===== config.mk =====
export PLATFORM = sky130hd
export DESIGN_NAME = arith_expression_lexer_flat
export DESIGN_NICKNAME = d
export VERILOG_FILES = /design/src/hw/rtl/ale_pkg.sv /design/src/hw/rtl/ale_channels.sv /design/src/hw/rtl/arith_expression_lexer.sv /design/src/flat_wrapper.sv
export VERILOG_INCLUDE_DIRS = /design/src /design/src/hw/rtl
export SDC_FILE = /design/constraint.sdc
export NUM_CORES = 1
export LEC_CHECK = 0
export BUFFER_PORTS_ARGS = -buffer_cell sky130_fd_sc_hd__clkbuf_2
export CAP_MARGIN = 10
export CORE_MARGIN = 4
export CORE_UTILIZATION = 43
export CTS_CLUSTER_SIZE = 10
export DETAILED_ROUTE_END_ITERATION = 8
export SLEW_MARGIN = 40
export SYNTH_ARGS = -nofsm -noshare
export SYNTH_HDL_FRONTEND = slang
export SYNTH_SLANG_ARGS = --single-unit
export TNS_END_PERCENT = 20

===== constraint.sdc =====
create_clock -name clk -period 7.36 [get_ports clk]
set_input_delay 0.368 -clock clk [delete_from_list [all_inputs] [get_ports clk]]
set_output_delay 0.368 -clock clk [all_outputs]
set_load 0.03 [all_outputs]

===== src/hw/rtl/arith_expression_lexer_defines.svh =====
// Assertion macros for the arithmetic expression lexer.
// Included by modules that check their own logic; expects clk and rst_n in scope.
`ifndef ARITH_EXPRESSION_LEXER_DEFINES_SVH
`define ARITH_EXPRESSION_LEXER_DEFINES_SVH

// Check that cons holds in the same cycle as ante.
`define ALE_ASSERT_IMPL(lbl, ante, cons) \
    lbl: assert property (@(posedge clk) disable iff (!rst_n) (ante) |-> (cons)) \
        else $error("lexer check failed");

// Check that cons holds in the cycle after ante.
`define ALE_ASSERT_NEXT(lbl, ante, cons) \
    lbl: assert property (@(posedge clk) disable iff (!rst_n) (ante) |=> (cons)) \
        else $error("lexer sequence check failed");

`endif


===== src/hw/rtl/ale_pkg.sv =====
// Shared types and constants of the arithmetic expression lexer.
// No dependencies; used by the channel interfaces and the top level.
`timescale 1ns / 1ps

package ale_pkg;

    localparam int ACC_W  = 60;
    localparam int SIG_W  = 61;
    localparam int FRAC_W = 5;
    localparam int KIND_W = 4;

    localparam logic [7:0] CHAR_PLUS  = 8'h2B;
    localparam logic [7:0] CHAR_MINUS = 8'h2D;
    localparam logic [7:0] CHAR_STAR  = 8'h2A;
    localparam logic [7:0] CHAR_SLASH = 8'h2F;
    localparam logic [7:0] CHAR_CARET = 8'h5E;
    localparam logic [7:0] CHAR_OPEN  = 8'h28;
    localparam logic [7:0] CHAR_CLOSE = 8'h29;
    localparam logic [7:0] CHAR_DOT   = 8'h2E;
    localparam logic [7:0] CHAR_COMMA = 8'h2C;
    localparam logic [7:0] CHAR_ZERO  = 8'h30;
    localparam logic [7:0] CHAR_NINE  = 8'h39;

    localparam logic [KIND_W-1:0] KIND_NUMBER   = 4'd0;
    localparam logic [KIND_W-1:0] KIND_ADD      = 4'd1;
    localparam logic [KIND_W-1:0] KIND_SUBTRACT = 4'd2;
    localparam logic [KIND_W-1:0] KIND_MULTIPLY = 4'd3;
    localparam logic [KIND_W-1:0] KIND_DIVIDE   = 4'd4;
    localparam logic [KIND_W-1:0] KIND_POWER    = 4'd5;
    localparam logic [KIND_W-1:0] KIND_OPEN     = 4'd6;
    localparam logic [KIND_W-1:0] KIND_CLOSE    = 4'd7;
    localparam logic [KIND_W-1:0] KIND_END      = 4'd8;

    localparam logic ACTION_CHAR = 1'b0;
    localparam logic ACTION_END  = 1'b1;

    typedef struct packed {
        logic [KIND_W-1:0]       kind;
        logic signed [SIG_W-1:0] sig;
        logic [FRAC_W-1:0]       frac;
        logic                    ovf;
        logic                    last;
    } token_t;

    function automatic logic [ACC_W-1:0] digit_limit(input int digits);
        logic [63:0] v;
        logic [63:0] lim;
        v = 64'd1;
        for (int i = 0; i < digits; i++)
        begin
            v = v * 64'd10;
        end
        lim = v - 64'd1;
        return lim[ACC_W-1:0];
    endfunction

endpackage


===== src/hw/rtl/ale_channels.sv =====
// Valid/ready channel interfaces of the arithmetic expression lexer.
// Depends on ale_pkg for field widths.
`timescale 1ns / 1ps

interface ale_char_if;
    logic       valid;
    logic       ready;
    logic       action;
    logic [7:0] character;

    modport source (output valid, output action, output character, input ready);
    modport sink (input valid, input action, input character, output ready);
endinterface

interface ale_token_if;
    logic                                      valid;
    logic                                      ready;
    logic [ale_pkg::KIND_W-1:0]                token_kind;
    logic signed [ale_pkg::SIG_W-1:0]          significand;
    logic [ale_pkg::FRAC_W-1:0]                fraction_digits;
    logic                                      digits_overflow;
    logic                                      last_of_run;

    modport source (output valid, output token_kind, output significand,
                    output fraction_digits, output digits_overflow,
                    output last_of_run, input ready);
    modport sink (input valid, input token_kind, input significand,
                  input fraction_digits, input digits_overflow,
                  input last_of_run, output ready);
endinterface


===== src/hw/rtl/arith_expression_lexer.sv =====
// Top level of the arithmetic expression lexer: lexer state and token queue.
// Depends on ale_pkg, ale_channels.sv and arith_expression_lexer_defines.svh.
//
// channel  dir  request carries
// chars    in   action, character
// tokens   out  token_kind, significand, fraction_digits, digits_overflow, last_of_run
//
// One request per cycle while chars.ready is high; each is decoded in the cycle it is taken and its
// zero to two tokens are written to a four-entry token queue.
// chars.ready is high while the queue has at least two free entries, so a request
// yielding one token sustains one per cycle when tokens drains freely.
// Tokens are registered in the queue and never bypass it; rst_n clears mode and queue.
`timescale 1ns / 1ps

`include "arith_expression_lexer_defines.svh"

module arith_expression_lexer #(
    parameter int MAX_DIGITS = 18
) (
    input  logic              clk,
    input  logic              rst_n,
    ale_char_if.sink          chars,
    ale_token_if.source       tokens
);

    localparam int ACC_W    = ale_pkg::ACC_W;
    localparam int FRAC_W   = ale_pkg::FRAC_W;
    localparam int DEPTH    = 4;
    localparam int PTR_W    = $clog2(DEPTH);
    localparam int CNT_W    = $clog2(DEPTH + 1);
    localparam logic [ACC_W-1:0]  LIM      = ale_pkg::digit_limit(MAX_DIGITS);
    localparam logic [FRAC_W-1:0] FRAC_MAX = FRAC_W'(MAX_DIGITS);
    localparam logic [CNT_W-1:0]  ROOM_MAX = CNT_W'(DEPTH - 2);

    typedef enum logic [2:0] {
        MODE_IDLE    = 3'd0,
        MODE_PLUS    = 3'd1,
        MODE_MINUS   = 3'd2,
        MODE_INT     = 3'd3,
        MODE_FRAC    = 3'd4,
        MODE_DOTFRAC = 3'd5
    } mode_t;

    mode_t                mode_reg, mode_next;
    logic [ACC_W-1:0]     acc_reg, acc_next;
    logic [FRAC_W-1:0]    frac_reg, frac_next;
    logic                 neg_reg, neg_next;
    logic                 ovf_reg, ovf_next;

    ale_pkg::token_t      queue_reg [DEPTH];
    logic [PTR_W-1:0]     wr_ptr_reg, rd_ptr_reg;
    logic [CNT_W-1:0]     count_reg, count_next;

    logic                 accept;
    logic                 pop;
    logic                 is_dig;
    logic [3:0]           dval;
    logic [ACC_W+3:0]     prod;
    logic                 in_frac;
    logic                 digit_ok;
    logic                 run_idle;
    logic                 have_a, have_b;
    ale_pkg::token_t      tok_a, tok_b, num_tok;
    ale_pkg::token_t      t0, t1;
    logic [1:0]           n_push;

    assign accept       = chars.valid && chars.ready;
    assign pop          = tokens.valid && tokens.ready;
    assign chars.ready  = (count_reg <= ROOM_MAX);

    assign is_dig  = (chars.character >= ale_pkg::CHAR_ZERO) &&
                     (chars.character <= ale_pkg::CHAR_NINE);
    assign dval    = 4'(chars.character - ale_pkg::CHAR_ZERO);
    assign in_frac = (mode_reg == MODE_FRAC) || (mode_reg == MODE_DOTFRAC);
    assign prod    = ({4'b0, acc_reg} << 3) + ({4'b0, acc_reg} << 1) +
                     {{ACC_W{1'b0}}, dval};
    assign digit_ok = (prod <= {4'b0, LIM}) && (!in_frac || (frac_reg < FRAC_MAX));

    always_comb
    begin
        num_tok.kind = ale_pkg::KIND_NUMBER;
        num_tok.sig  = neg_reg ? -$signed({1'b0, acc_reg}) : $signed({1'b0, acc_reg});
        num_tok.frac = frac_reg;
        num_tok.ovf  = ovf_reg;
        num_tok.last = 1'b0;
    end

    function automatic ale_pkg::token_t plain_tok(input logic [ale_pkg::KIND_W-1:0] kind);
        ale_pkg::token_t t;
        t      = '0;
        t.kind = kind;
        return t;
    endfunction

    always_comb
    begin
        mode_next = mode_reg;
        acc_next  = acc_reg;
        frac_next = frac_reg;
        neg_next  = neg_reg;
        ovf_next  = ovf_reg;
        have_a    = 1'b0;
        have_b    = 1'b0;
        tok_a     = '0;
        tok_b     = '0;
        run_idle  = 1'b0;

        if (chars.action == ale_pkg::ACTION_END)
        begin
            unique case (mode_reg)
                MODE_PLUS:
                begin
                    have_a = 1'b1;
                    tok_a  = plain_tok(ale_pkg::KIND_ADD);
                end
                MODE_MINUS:
                begin
                    have_a = 1'b1;
                    tok_a  = plain_tok(ale_pkg::KIND_SUBTRACT);
                end
                MODE_INT, MODE_FRAC, MODE_DOTFRAC:
                begin
                    have_a = 1'b1;
                    tok_a  = num_tok;
                end
                default:
                begin
                end
            endcase
            have_b    = 1'b1;
            tok_b     = plain_tok(ale_pkg::KIND_END);
            mode_next = MODE_IDLE;
            acc_next  = '0;
            frac_next = '0;
            neg_next  = 1'b0;
            ovf_next  = 1'b0;
        end
        else
        begin
            unique case (mode_reg)
                MODE_PLUS, MODE_MINUS:
                begin
                    if (is_dig)
                    begin
                        acc_next  = ACC_W'(dval);
                        frac_next = '0;
                        neg_next  = (mode_reg == MODE_MINUS);
                        ovf_next  = 1'b0;
                        mode_next = MODE_INT;
                    end
                    else
                    begin
                        have_a   = 1'b1;
                        tok_a    = plain_tok((mode_reg == MODE_PLUS) ? ale_pkg::KIND_ADD
                                                                   : ale_pkg::KIND_SUBTRACT);
                        run_idle = 1'b1;
                    end
                end
                MODE_INT, MODE_FRAC, MODE_DOTFRAC:
                begin
                    if (is_dig)
                    begin
                        if (digit_ok)
                        begin
                            acc_next  = prod[ACC_W-1:0];
                            frac_next = in_frac ? frac_reg + 5'd1 : frac_reg;
                        end
                        else
                        begin
                            ovf_next = 1'b1;
                            acc_next = in_frac ? acc_reg : LIM;
                        end
                    end
                    else if ((mode_reg != MODE_DOTFRAC) &&
                             (chars.character == ale_pkg::CHAR_COMMA))
                    begin
                    end
                    else if ((mode_reg == MODE_INT) &&
                             (chars.character == ale_pkg::CHAR_DOT))
                    begin
                        mode_next = MODE_FRAC;
                    end
                    else
                    begin
                        have_a    = 1'b1;
                        tok_a     = num_tok;
                        acc_next  = '0;
                        frac_next = '0;
                        neg_next  = 1'b0;
                        ovf_next  = 1'b0;
                        run_idle  = 1'b1;
                    end
                end
                default:
                begin
                    run_idle = 1'b1;
                end
            endcase

            if (run_idle)
            begin
                mode_next = MODE_IDLE;
                if (is_dig)
                begin
                    acc_next  = ACC_W'(dval);
                    frac_next = '0;
                    neg_next  = 1'b0;
                    ovf_next  = 1'b0;
                    mode_next = MODE_INT;
                end
                else
                begin
                    unique case (chars.character)
                        ale_pkg::CHAR_PLUS:  mode_next = MODE_PLUS;
                        ale_pkg::CHAR_MINUS: mode_next = MODE_MINUS;
                        ale_pkg::CHAR_DOT:
                        begin
                            acc_next  = '0;
                            frac_next = '0;
                            neg_next  = 1'b0;
                            ovf_next  = 1'b0;
                            mode_next = MODE_DOTFRAC;
                        end
                        ale_pkg::CHAR_STAR:
                        begin
                            have_b = 1'b1;
                            tok_b  = plain_tok(ale_pkg::KIND_MULTIPLY);
                        end
                        ale_pkg::CHAR_SLASH:
                        begin
                            have_b = 1'b1;
                            tok_b  = plain_tok(ale_pkg::KIND_DIVIDE);
                        end
                        ale_pkg::CHAR_CARET:
                        begin
                            have_b = 1'b1;
                            tok_b  = plain_tok(ale_pkg::KIND_POWER);
                        end
                        ale_pkg::CHAR_OPEN:
                        begin
                            have_b = 1'b1;
                            tok_b  = plain_tok(ale_pkg::KIND_OPEN);
                        end
                        ale_pkg::CHAR_CLOSE:
                        begin
                            have_b = 1'b1;
                            tok_b  = plain_tok(ale_pkg::KIND_CLOSE);
                        end
                        default:
                        begin
                        end
                    endcase
                end
            end
        end
    end

    always_comb
    begin
        n_push = 2'({1'b0, have_a} + {1'b0, have_b});
        t0     = have_a ? tok_a : tok_b;
        t1     = tok_b;
        t0.last = !(have_a && have_b);
        t1.last = 1'b1;
        if (!accept)
        begin
            n_push = 2'd0;
        end
        count_next = count_reg + CNT_W'(n_push) - CNT_W'(pop);
    end

    always_ff @(posedge clk or negedge rst_n)
    begin
        if (!rst_n)
        begin
            mode_reg   <= MODE_IDLE;
            acc_reg    <= '0;
            frac_reg   <= '0;
            neg_reg    <= 1'b0;
            ovf_reg    <= 1'b0;
            wr_ptr_reg <= '0;
            rd_ptr_reg <= '0;
            count_reg  <= '0;
        end
        else
        begin
            if (accept)
            begin
                mode_reg <= mode_next;
                acc_reg  <= acc_next;
                frac_reg <= frac_next;
                neg_reg  <= neg_next;
                ovf_reg  <= ovf_next;
            end
            wr_ptr_reg <= wr_ptr_reg + PTR_W'(n_push);
            if (pop)
            begin
                rd_ptr_reg <= rd_ptr_reg + PTR_W'(1);
            end
            count_reg <= count_next;
        end
    end

    always_ff @(posedge clk)
    begin
        if (n_push != 2'd0)
        begin
            queue_reg[wr_ptr_reg] <= t0;
        end
        if (n_push == 2'd2)
        begin
            queue_reg[wr_ptr_reg + PTR_W'(1)] <= t1;
        end
    end

    assign tokens.valid           = (count_reg != '0);
    assign tokens.token_kind      = queue_reg[rd_ptr_reg].kind;
    assign tokens.significand     = queue_reg[rd_ptr_reg].sig;
    assign tokens.fraction_digits = queue_reg[rd_ptr_reg].frac;
    assign tokens.digits_overflow = queue_reg[rd_ptr_reg].ovf;
    assign tokens.last_of_run     = queue_reg[rd_ptr_reg].last;

    `ALE_ASSERT_IMPL(a_queue_bound, 1'b1, count_reg <= CNT_W'(DEPTH))
    `ALE_ASSERT_IMPL(a_acc_limit, 1'b1, acc_reg <= LIM)
    `ALE_ASSERT_IMPL(a_frac_limit, 1'b1, frac_reg <= FRAC_MAX)
    `ALE_ASSERT_IMPL(a_idle_clear,
        (mode_reg == MODE_IDLE) || (mode_reg == MODE_PLUS) || (mode_reg == MODE_MINUS),
        (acc_reg == '0) && (frac_reg == '0) && !neg_reg && !ovf_reg)
    `ALE_ASSERT_NEXT(a_drain, pop && !accept, count_reg == $past(count_reg) - CNT_W'(1))

endmodule

===== src/flat_wrapper.sv =====
// flat-port wrapper written by rule: the top's interface ports become plain ports
module arith_expression_lexer_flat 
#(
    parameter int MAX_DIGITS = 18
)
  (clk, rst_n, chars_valid, chars_action, chars_character, chars_ready, tokens_valid, tokens_token_kind, tokens_significand, tokens_fraction_digits, tokens_digits_overflow, tokens_last_of_run, tokens_ready);
  ale_char_if chars_i ();
  ale_token_if tokens_i ();
  input  logic clk;
  input  logic rst_n;
  input wire logic [$bits(chars_i.valid)-1:0] chars_valid;
  input wire logic [$bits(chars_i.action)-1:0] chars_action;
  input wire logic [$bits(chars_i.character)-1:0] chars_character;
  output wire logic [$bits(chars_i.ready)-1:0] chars_ready;
  output wire logic [$bits(tokens_i.valid)-1:0] tokens_valid;
  output wire logic [$bits(tokens_i.token_kind)-1:0] tokens_token_kind;
  output wire logic [$bits(tokens_i.significand)-1:0] tokens_significand;
  output wire logic [$bits(tokens_i.fraction_digits)-1:0] tokens_fraction_digits;
  output wire logic [$bits(tokens_i.digits_overflow)-1:0] tokens_digits_overflow;
  output wire logic [$bits(tokens_i.last_of_run)-1:0] tokens_last_of_run;
  input wire logic [$bits(tokens_i.ready)-1:0] tokens_ready;
  assign chars_i.valid = chars_valid;
  assign chars_i.action = chars_action;
  assign chars_i.character = chars_character;
  assign chars_ready = chars_i.ready;
  assign tokens_valid = tokens_i.valid;
  assign tokens_token_kind = tokens_i.token_kind;
  assign tokens_significand = tokens_i.significand;
  assign tokens_fraction_digits = tokens_i.fraction_digits;
  assign tokens_digits_overflow = tokens_i.digits_overflow;
  assign tokens_last_of_run = tokens_i.last_of_run;
  assign tokens_i.ready = tokens_ready;
  arith_expression_lexer #(.MAX_DIGITS(MAX_DIGITS)) u_core (.clk(clk), .rst_n(rst_n), .chars(chars_i), .tokens(tokens_i));
endmodule

==> impl_metrics.toml, run 1 <==
[yosys]
syn-instance-count = 2117
avgSynthCellArea_um2 = 9.874
synth_edf_count = 16
synthTopCellsByArea = "dfxtp_1 (26%), dfrtp_1 (9.2%), a22o_1 (8.6%), mux4_2 (7.8%), ha_1 (7.5%)"
synth_cell_type_count = 90
synth_xor_area_frac = 0.04902
synth_simple_gate_area_share = 0.1164
synth_compound_area_frac = 0.2582
syn_nets = 2259
muxShareOfSynthArea = 0.08165
ys.flop_type = "dfxtp_1"
yosysWarnings = 0
synth_top_family_by_area = "compound AO/OA/AOI/OAI gates"
async_flop_share = 0.2110
synth_area_leader_cell = "dfxtp_1"
synth_top_area_frac = 0.2605
synth.yosys.seq_area_share = 0.3757
synth-adder-area-share = 0.07830
yosys_register_bits = 365
synth_area_um2 = 20900

[sta]
max_freq_mhz = 157.0
slew_headroom = 0.4087
final.setup.tns_ns = 0
finalMaxSlewViolations = 0
rsz0062_at_grt = "false"
setup_viol = 0
worstMarginPinSlew_ns = 0.8870
finalCriticalPeriod_ns = 6.371
timing_hold_violations_final = 0
fin_skew_ns = 0.01780
fin_crit_sh = 0.8656
whs_ns = 0.1895

[hold_path]
hold_path_class = "in2reg"

[floorplan]
start_util = 0.4360
die_h_um = 228.5
core_um2 = 47950
pin_count = 87
row_count = 80
dieArea_um2 = 52200
die_w_um = 228.5

[critical_path]
critPathArrivalTime_ns = 6.80
rrSetupSlack_ns = 0.99
critPathRequiredTime_ns = 7.79
path_class = "reg2reg"
critical_path.max_fanout = 31
cpMostUsedCell = "a21oi_1"
cpPeakStageDelay_ns = 0.56
cp-start-kind = "flop"
path_cells = "inv_1 -> fa_1 -> inv_1 -> ha_1 -> a211oi_1 -> o21ai_0 -> a21oi_1 -> o21ai_0 -> a31o_2 -> a21oi_1 -> xor2_1 -> nand2_1 -> a2111oi_0 -> o31ai_1 -> a31o_2 -> a21oi_1 -> a21oi_2 -> buf_4 -> a221o_1"
cp-end-kind = "flop"
cp_slowest_cell = "dfrtp_1"

[clock_tree]
clock_path_buffers = 3
htree_levels = 2
cts-root-buf = "clkbuf_16"
numCtsBuffers = 42
cts.sinks = 365
cts_tree = "done"
clk_latency_ns = 0.55
clk_pin_slew_ns = 0.06

[routing]
drcViolationCount = 0
dr.pass1.iters = 6
wirelength_mm = 63.52
via_per_inst = 6.428
vias = 17625
wl_met1_mm = 29.34
postRouteAntennaNets = 0
drt_iter0_markers = 1656
topRoutingLayerUsed = "met4"
wl_met3_mm = 4.528
wl_per_cell_um = 23.17
wl_met2_mm = 28.76

[pwr]
p_leak_nw = 9.649
vdd_drop_max_mv = 0.1996
power_density_nw_per_um2 = 214.3

[global_route]
gr-usage-all-layers = 0.2338
grt_pass1_wl_mm = 100.1
grt-ovfl-total = 0
grt_max_degree = 69
antenna_found_initial = 2
grt_pass1_vias = 17288

[layout]
layout-drive-gt1-share = 0.1365
layout_commonest_cell = "dfxtp_1"
n_fill_cell = 4431
area_delta_synth_final_pct = 9.158
final_cell_mix = "dfxtp_1 (272), a22o_1 (206), nand2_1 (166)"
nets = 2252
largest_reg_flops = 288

[placement]
gp_congestion = 0.9212
port_buffers = 86
dp.final_hpwl_mm = 43.19

[job]
drv_cap = 0

[outcome]
outcome = "finished, final reports clean"
critical path, delay by kind of cell, from the launching register on:
kind                       cells  cell delay [ns]
buffers and inverters          3             0.53
and+or+nand+nor                1             0.12
adders and majority gates      2             0.87
DFF                            1             0.56
xor gates and xnor gates       1             0.28
AOI/OAI and AO/OA             12             3.84
cells in the mapped netlist, drive strengths merged (11+ instances only):
| library cell | count |
|---|---|
| a211o | 11 |
| a21oi | 112 |
| a31oi | 13 |
| xor2 | 74 |
| or4 | 15 |
| or2 | 16 |
| or3 | 20 |
| nand4 | 27 |
| dfrtp | 77 |
| a22o | 206 |
| o31ai | 21 |
| inv | 31 |
| o22ai | 11 |
| o211ai | 14 |
| nor3 | 25 |
| nand3 | 28 |
| a221o | 24 |
| and2 | 12 |
| a32o | 34 |
| nand2b | 15 |
| o21a | 13 |
| nor2 | 148 |
| o21bai | 11 |
| and3 | 11 |
| xnor2 | 43 |
| nand2 | 166 |
| clkbuf | 123 |
| a211oi | 12 |
| edfxtp | 16 |
| dfxtp | 272 |
| mux4 | 72 |
| a21o | 39 |
| buf | 33 |
| o2bb2ai | 16 |
| o21ai | 129 |
| ha | 126 |
kinds of logic (layout without fill, tap and decap cells):
logic type	Yosys count	count (layout)
fa+ha+maj	129	129
flops	365	365
other cells	0	2
simple gates	508	508
compound gates	729	729
mux	80	80
xor+xnor	117	117
buf+inv	189	197
worst paths after layout:
kind | cells after the start | to | start
max | 19 | u_core.acc_reg[44]$_DFFE_PN0P_ | u_core.acc_reg[0]$_DFFE_PN0P_
max in group asynchronous | 3 | u_core.rd_ptr_reg[1]$_DFFE_PN0P_ | rst_n
min reg2reg | 2 | u_core.queue_reg[1][64]$_SDFFE_PP0P_ | u_core.queue_reg[1][64]$_SDFFE_PP0P_
min | 3 | u_core.rd_ptr_reg[0]$_DFFE_PN0P_ | tokens_ready
min in group asynchronous | 2 | u_core.acc_reg[2]$_DFFE_PN0P_ | rst_n
max reg2reg | 19 | u_core.acc_reg[44]$_DFFE_PN0P_ | u_core.acc_reg[0]$_DFFE_PN0P_
report_power, final:
group	switching (mW)	internal (mW)	leakage, nW
clock network	0.797	1.06	0.563
registers	0.0962	2.04	3.39
logic	0.591	0.308	5.70
total	1.48	3.41	9.65
what timing repair did:
| item | CTS | global route |
|---|---|---|
| resized for setup | 0 | 0 |
| hold buffers | 1 | 0 |
| buffers inserted | 0 | 0 |
| endpoints found under the hold margin | 11 | 0 |
per-layer routing:
metal / global-route usage / vias to the layer above
met4: 0.04363 / 0
met5: 0 / -
met2: 0.3743 / 626
met3: 0.03652 / 67
met1: 0.3389 / 8873
li1: - / 8059
per-stage QoR:
step	setup WS, ns	area [um2]	std cells	utilization	power (mW)
detailed placement	1.103	21630	2680	0.4510	3.081
finish	0.9895	22820	2742	0.4759	4.891
floorplan	2.246	20900	2117	-	2.808
CTS	1.065	22800	2740	0.4755	4.928
global route	0.6539	22810	2740	0.4758	5.074
global placement	1.025	21610	2680	0.4508	3.070
cell type report:
| type | instances | area, um2 | share of cell area |
|---|---|---|---|
| tap | 615 | 769.5 | 0.03372 |
| clock buffer | 56 | 1125 | 0.04930 |
| clock inverter | 3 | 37.54 | 0.001645 |
| sequential | 365 | 7864 | 0.3446 |
| inverter | 31 | 116.4 | 0.005100 |
| multi-input combinational | 1563 | 12280 | 0.5383 |
| timing repair buffer | 107 | 616.8 | 0.02703 |
| antenna | 2 | 5.005 | 0.0002193 |
Note: power is estimated with default switching activity, not from simulation.
==> run 2: changes to the inputs <==
Settings changed: CORE_ASPECT_RATIO from default to 0.6, CORE_UTILIZATION 43 to 44, CTS_CLUSTER_DIAMETER from default to 80.
==> impl_metrics.toml, run 2 (same netlist as run 1, synthesis figures left out) <==
[global_route]
grt_max_degree = 66
grt_pass1_vias = 16894
grt-ovfl-total = 0
antenna_found_initial = 2
gr-usage-all-layers = 0.2477
grt_pass1_wl_mm = 100.7

[clock_tree]
cts_resized = 0
clock_path_buffers = 3
cts-root-buf = "clkbuf_16"
clk_pin_slew_ns = 0.06
clk_latency_ns = 0.55
cts_tree = "done"
numCtsBuffers = 42
cts_setup_buffers = 0
htree_levels = 2
holdBufCountCts = 1
cts.sinks = 365

[outcome]
outcome = "finished, final reports clean"

[placement]
post-place-cells = 2701
dp.final_hpwl_mm = 45.30
placed_area_um2 = 21690
gp_congestion = 0.9463
port_buffers = 86

[routing]
vias = 17688
wirelength_mm = 64.81
wl_per_cell_um = 23.45
via_per_inst = 6.399
dr.pass1.iters = 6
postRouteAntennaNets = 0
drt_iter0_markers = 1700
drcViolationCount = 0

[sta]
slew_headroom = 0.4306
worstMarginPinSlew_ns = 0.8541
rsz0062_at_grt = "false"
finalCriticalPeriod_ns = 6.367
finalMaxSlewViolations = 0
fin_skew_ns = 0.02612
setup_viol = 0
timing_hold_violations_final = 0
max_freq_mhz = 157.1
whs_ns = 0.2062
fin_crit_sh = 0.8651
final.setup.tns_ns = 0

[pwr]
power.internal_mw = 3.415
clkPwrFrac = 0.380
pwr-share-seq = 0.438
p_leak_nw = 9.688
p_sw_mw = 1.503
power_density_nw_per_um2 = 214.7
combPwrFrac = 0.182
p_sw_frac = 0.3056
vdd_drop_max_mv = 0.1639
power.total_mw = 4.918

[critical_path]
path_delay_family = "compound AO/OA/AOI/OAI gates"
critPathArrivalTime_ns = 6.83
path_class = "reg2reg"
cpPeakStageDelay_ns = 0.55
path_buf_inv = 4
critPathRequiredTime_ns = 7.83
cpMostUsedCell = "o21ai_0"
path_cells = "inv_1 -> fa_1 -> inv_1 -> ha_1 -> a211oi_1 -> o21ai_0 -> a21oi_1 -> o21ai_0 -> a31o_2 -> a21oi_1 -> xor2_1 -> nand2_1 -> a2111oi_0 -> o31ai_1 -> a31o_1 -> buf_4 -> nor2_2 -> buf_4 -> a32oi_1 -> o21ai_0"
r2r-start = "u_core.acc_reg[0]$_DFFE_PN0P_"
critical_path.max_fanout = 28
cp-end-kind = "flop"
cp_slowest_cell = "dfrtp_1"
cp-start-kind = "flop"
crit_start = "u_core.acc_reg[0]$_DFFE_PN0P_"

[layout]
design_area_um2 = 22910
final_cell_mix = "dfxtp_1 (272), a22o_1 (206), nand2_1 (166)"
area_delta_synth_final_pct = 9.583
nets = 2259
layout_commonest_cell = "dfxtp_1"
layout-drive-gt1-share = 0.1402
final_cells = 2764
largest_reg_flops = 288

[floorplan]
dieArea_um2 = 51170
core_um2 = 46630
die_w_um = 289.4
start_util = 0.4482
row_count = 61
pin_count = 87
die_h_um = 176.8

[job]
drv_cap = 0

[hold_path]
min_from = "tokens_ready"
hold_path_class = "in2reg"
[run 2: worst min-delay path: cells and delay by family]
| kind | cells | cell delay [ns] |
|---|---|---|
| AND/OR/NAND/NOR | 1 | 0.18 |
| XOR/XNOR | 1 | 0.09 |
| buffers and inverters | 1 | 0.07 |
[run 2: power by group through the flow]
stage                     Sequential (mW)  Clock (mW)  Combinational [mW]
final                                2.16        1.87               0.895
after global routing                 2.17        1.98               0.957
after CTS                            2.16        1.90               0.888
after detailed placement             2.20           0               0.886
after global placement               2.20           0               0.872
after floorplan                      2.10           0               0.711
[run 2: worst paths after layout]
path                                                        end  slack, ns  cells after the start
setup / recovery                 u_core.acc_reg[23]$_DFFE_PN0P_       0.99                     20
hold / removal                 u_core.rd_ptr_reg[0]$_DFFE_PN0P_       0.21                      3
setup reg to reg                 u_core.acc_reg[23]$_DFFE_PN0P_       0.99                     20
hold reg to reg            u_core.queue_reg[1][43]$_SDFFE_PP0P_       0.45                      2
max in group asynchronous      u_core.rd_ptr_reg[1]$_DFFE_PN0P_       6.18                      3
min in group asynchronous         u_core.acc_reg[7]$_DFFE_PN0P_       0.26                      2
[run 2: cell type report]
type,instances,area [um2]
fillers,4277,23730
multi-input cells,1563,12290
flip-flops and latches,365,7864
clock buffers,56,1125
well taps,630,788.3
repair buffers,114,676.9
inverters,31,116.4
clock inverters,3,38.79
diodes,2,5.005
[run 2: per-stage QoR]
stage | setup WS (ns) | utilization
floorplan | 2.246 | -
global placement | 1.207 | 0.4644
detailed placement | 1.031 | 0.4651
CTS | 0.9948 | 0.4902
global route | 0.5048 | 0.4912
finish | 0.9926 | 0.4912
[run 2: layer usage]
layer,vias to the layer above,share of wire,global-route usage
met4,0,0.013,0.04646
met3,58,0.080,0.04144
met5,-,0,0
met1,8833,0.48,0.3840
li1,8093,-,-
met2,704,0.43,0.3634
==> run 3: changes to the inputs <==
Settings changed: CORE_MARGIN 4 to default, MAX_ROUTING_LAYER from default to met4.
==> impl_metrics.toml, run 3 (same netlist as run 1, synthesis figures left out) <==
[outcome]
outcome = "finished, final reports clean"

[critical_path]
cp-end-kind = "flop"
path_buf_inv = 3
path_delay_family = "compound AO/OA/AOI/OAI gates"
cp-start-kind = "flop"
path_cells = "inv_1 -> fa_1 -> inv_1 -> fa_1 -> a211oi_1 -> o21ai_0 -> a31oi_1 -> o31ai_1 -> o2111ai_1 -> a31oi_1 -> a41oi_1 -> xor2_1 -> or3_1 -> nand4_1 -> a31o_1 -> nand2_1 -> buf_4 -> o21bai_4 -> a22o_1"
critPathRequiredTime_ns = 7.85
cpPeakStageDelay_ns = 0.55
critPathArrivalTime_ns = 6.91
critical_path.max_fanout = 18
cp_slowest_cell = "dfrtp_1"
path_class = "reg2reg"

[sta]
slew_headroom = 0.4261
setup_viol = 0
finalCriticalPeriod_ns = 6.421
rsz0062_at_grt = "false"
timing_hold_violations_final = 0
fin_crit_sh = 0.8724
worstMarginPinSlew_ns = 0.8536
final.setup.tns_ns = 0
finalMaxSlewViolations = 0
fin_skew_ns = 0.01864
max_freq_mhz = 155.7

[layout]
seq_area_um2 = 7864
final_cell_mix = "dfxtp_1 (272), a22o_1 (206), nand2_1 (166)"
layout_commonest_cell = "dfxtp_1"
design_area_um2 = 22930
layout-drive-gt1-share = 0.1384
final_util = 0.4926
multi_input_area_um2 = 12290
largest_reg_flops = 288
area_delta_synth_final_pct = 9.715
n_fill_cell = 4334
nets = 2257

[hold_path]
hold_path_class = "in2async"

[placement]
gp_congestion = 0.9445
dp.final_hpwl_mm = 44.59
port_buffers = 86
placed_area_um2 = 21730

[global_route]
antenna_found_initial = 1
grt-ovfl-total = 0
gr-usage-all-layers = 0.2727
grt_pass1_wl_mm = 101.6
grt_max_degree = 66
grt_pass1_vias = 16774

[routing]
drt_iter0_markers = 1855
via_per_inst = 6.417
postRouteAntennaNets = 0
dr.pass1.iters = 6
wl_per_cell_um = 23.37
wirelength_mm = 64.58
vias = 17729
drcViolationCount = 0

[clock_tree]
htree_levels = 2
clk_pin_slew_ns = 0.06
cts-root-buf = "clkbuf_16"
cts.sinks = 365
clk_latency_ns = 0.55
clock_path_buffers = 3
numCtsBuffers = 42
cts_tree = "done"
cts_setup_buffers = 0

[floorplan]
start_util = 0.4490
dieArea_um2 = 48410
die_h_um = 170.8
pin_count = 87
die_w_um = 283.4
row_count = 61
core_um2 = 46560

[pwr]
power.total_mw = 4.940
p_leak_nw = 9.704
vdd_drop_max_mv = 0.1844
power_density_nw_per_um2 = 215.4

[job]
drv_cap = 0
## run 3: power by group
part / switching, mW / internal [mW] / leakage [nW] / total (mW)
logic: 0.575 / 0.314 / 5.75 / 0.890
registers: 0.126 / 2.04 / 3.39 / 2.17
clock network: 0.821 / 1.06 / 0.566 / 1.88
## run 3: cell type report
cell class | instances | area share
multi-input combinational | 1563 | 0.5357
inverter | 31 | 0.005074
clock inverter | 3 | 0.001691
sequential | 365 | 0.3429
antenna | 1 | 0.0001091
tap | 630 | 0.03437
timing repair buffer | 112 | 0.03077
clock buffer | 58 | 0.04938
## run 3: metal layers
| metal | up-vias | track usage | wire, um |
|---|---|---|---|
| li1 | 8095 | - | - |
| met1 | 8818 | 0.4040 | 31140 |
| met5 | - | - | 0 |
| met4 | 0 | 0.05241 | 925 |
| met3 | 67 | 0.05067 | 5311 |
| met2 | 749 | 0.3843 | 27210 |
## run 3: through the flow
step           hold WS [ns]  worst slack, ns  instances
2_1_floorplan       0.07241            2.246       2117
3_5_place_dp         0.2451           0.8899       2700
3_3_place_gp         0.2423            1.111       2696
5_1_grt              0.2136           0.4806       2763
4_1_cts              0.2067           0.8399       2762
6_report             0.2240           0.9391       2763
## run 3: worst paths after layout
path,slack [ns],depth (start not counted),end,startpoint
worst max-delay path,0.94,19,u_core.acc_reg[49]$_DFFE_PN0P_,u_core.acc_reg[0]$_DFFE_PN0P_
worst min-delay path,0.22,2,u_core.acc_reg[15]$_DFFE_PN0P_,rst_n
worst max register to register,0.94,19,u_core.acc_reg[49]$_DFFE_PN0P_,u_core.acc_reg[0]$_DFFE_PN0P_
worst min register to register,0.45,2,u_core.queue_reg[0][60]$_SDFFE_PP0P_,u_core.queue_reg[0][60]$_SDFFE_PP0P_
max in group asynchronous,6.21,3,u_core.rd_ptr_reg[1]$_DFFE_PN0P_,rst_n
min in group clk,0.26,3,u_core.rd_ptr_reg[0]$_DFFE_PN0P_,tokens_ready
## run 3: worst reg2reg max path, delay by kind of cell (launching register included)
kind	cells	cell delay, ns
AO/OA/AOI/OAI	10	3.56
XOR/XNOR	1	0.14
adder cells (fa/ha/maj)	2	1.02
flip-flops	1	0.55
buffers and inverters	3	0.49
AND/OR/NAND/NOR	3	0.62
## run 3: what timing repair did
item	in CTS	in global routing
endpoints found under the hold margin	15	0
hold buffers	1	0
resized for setup	0	0
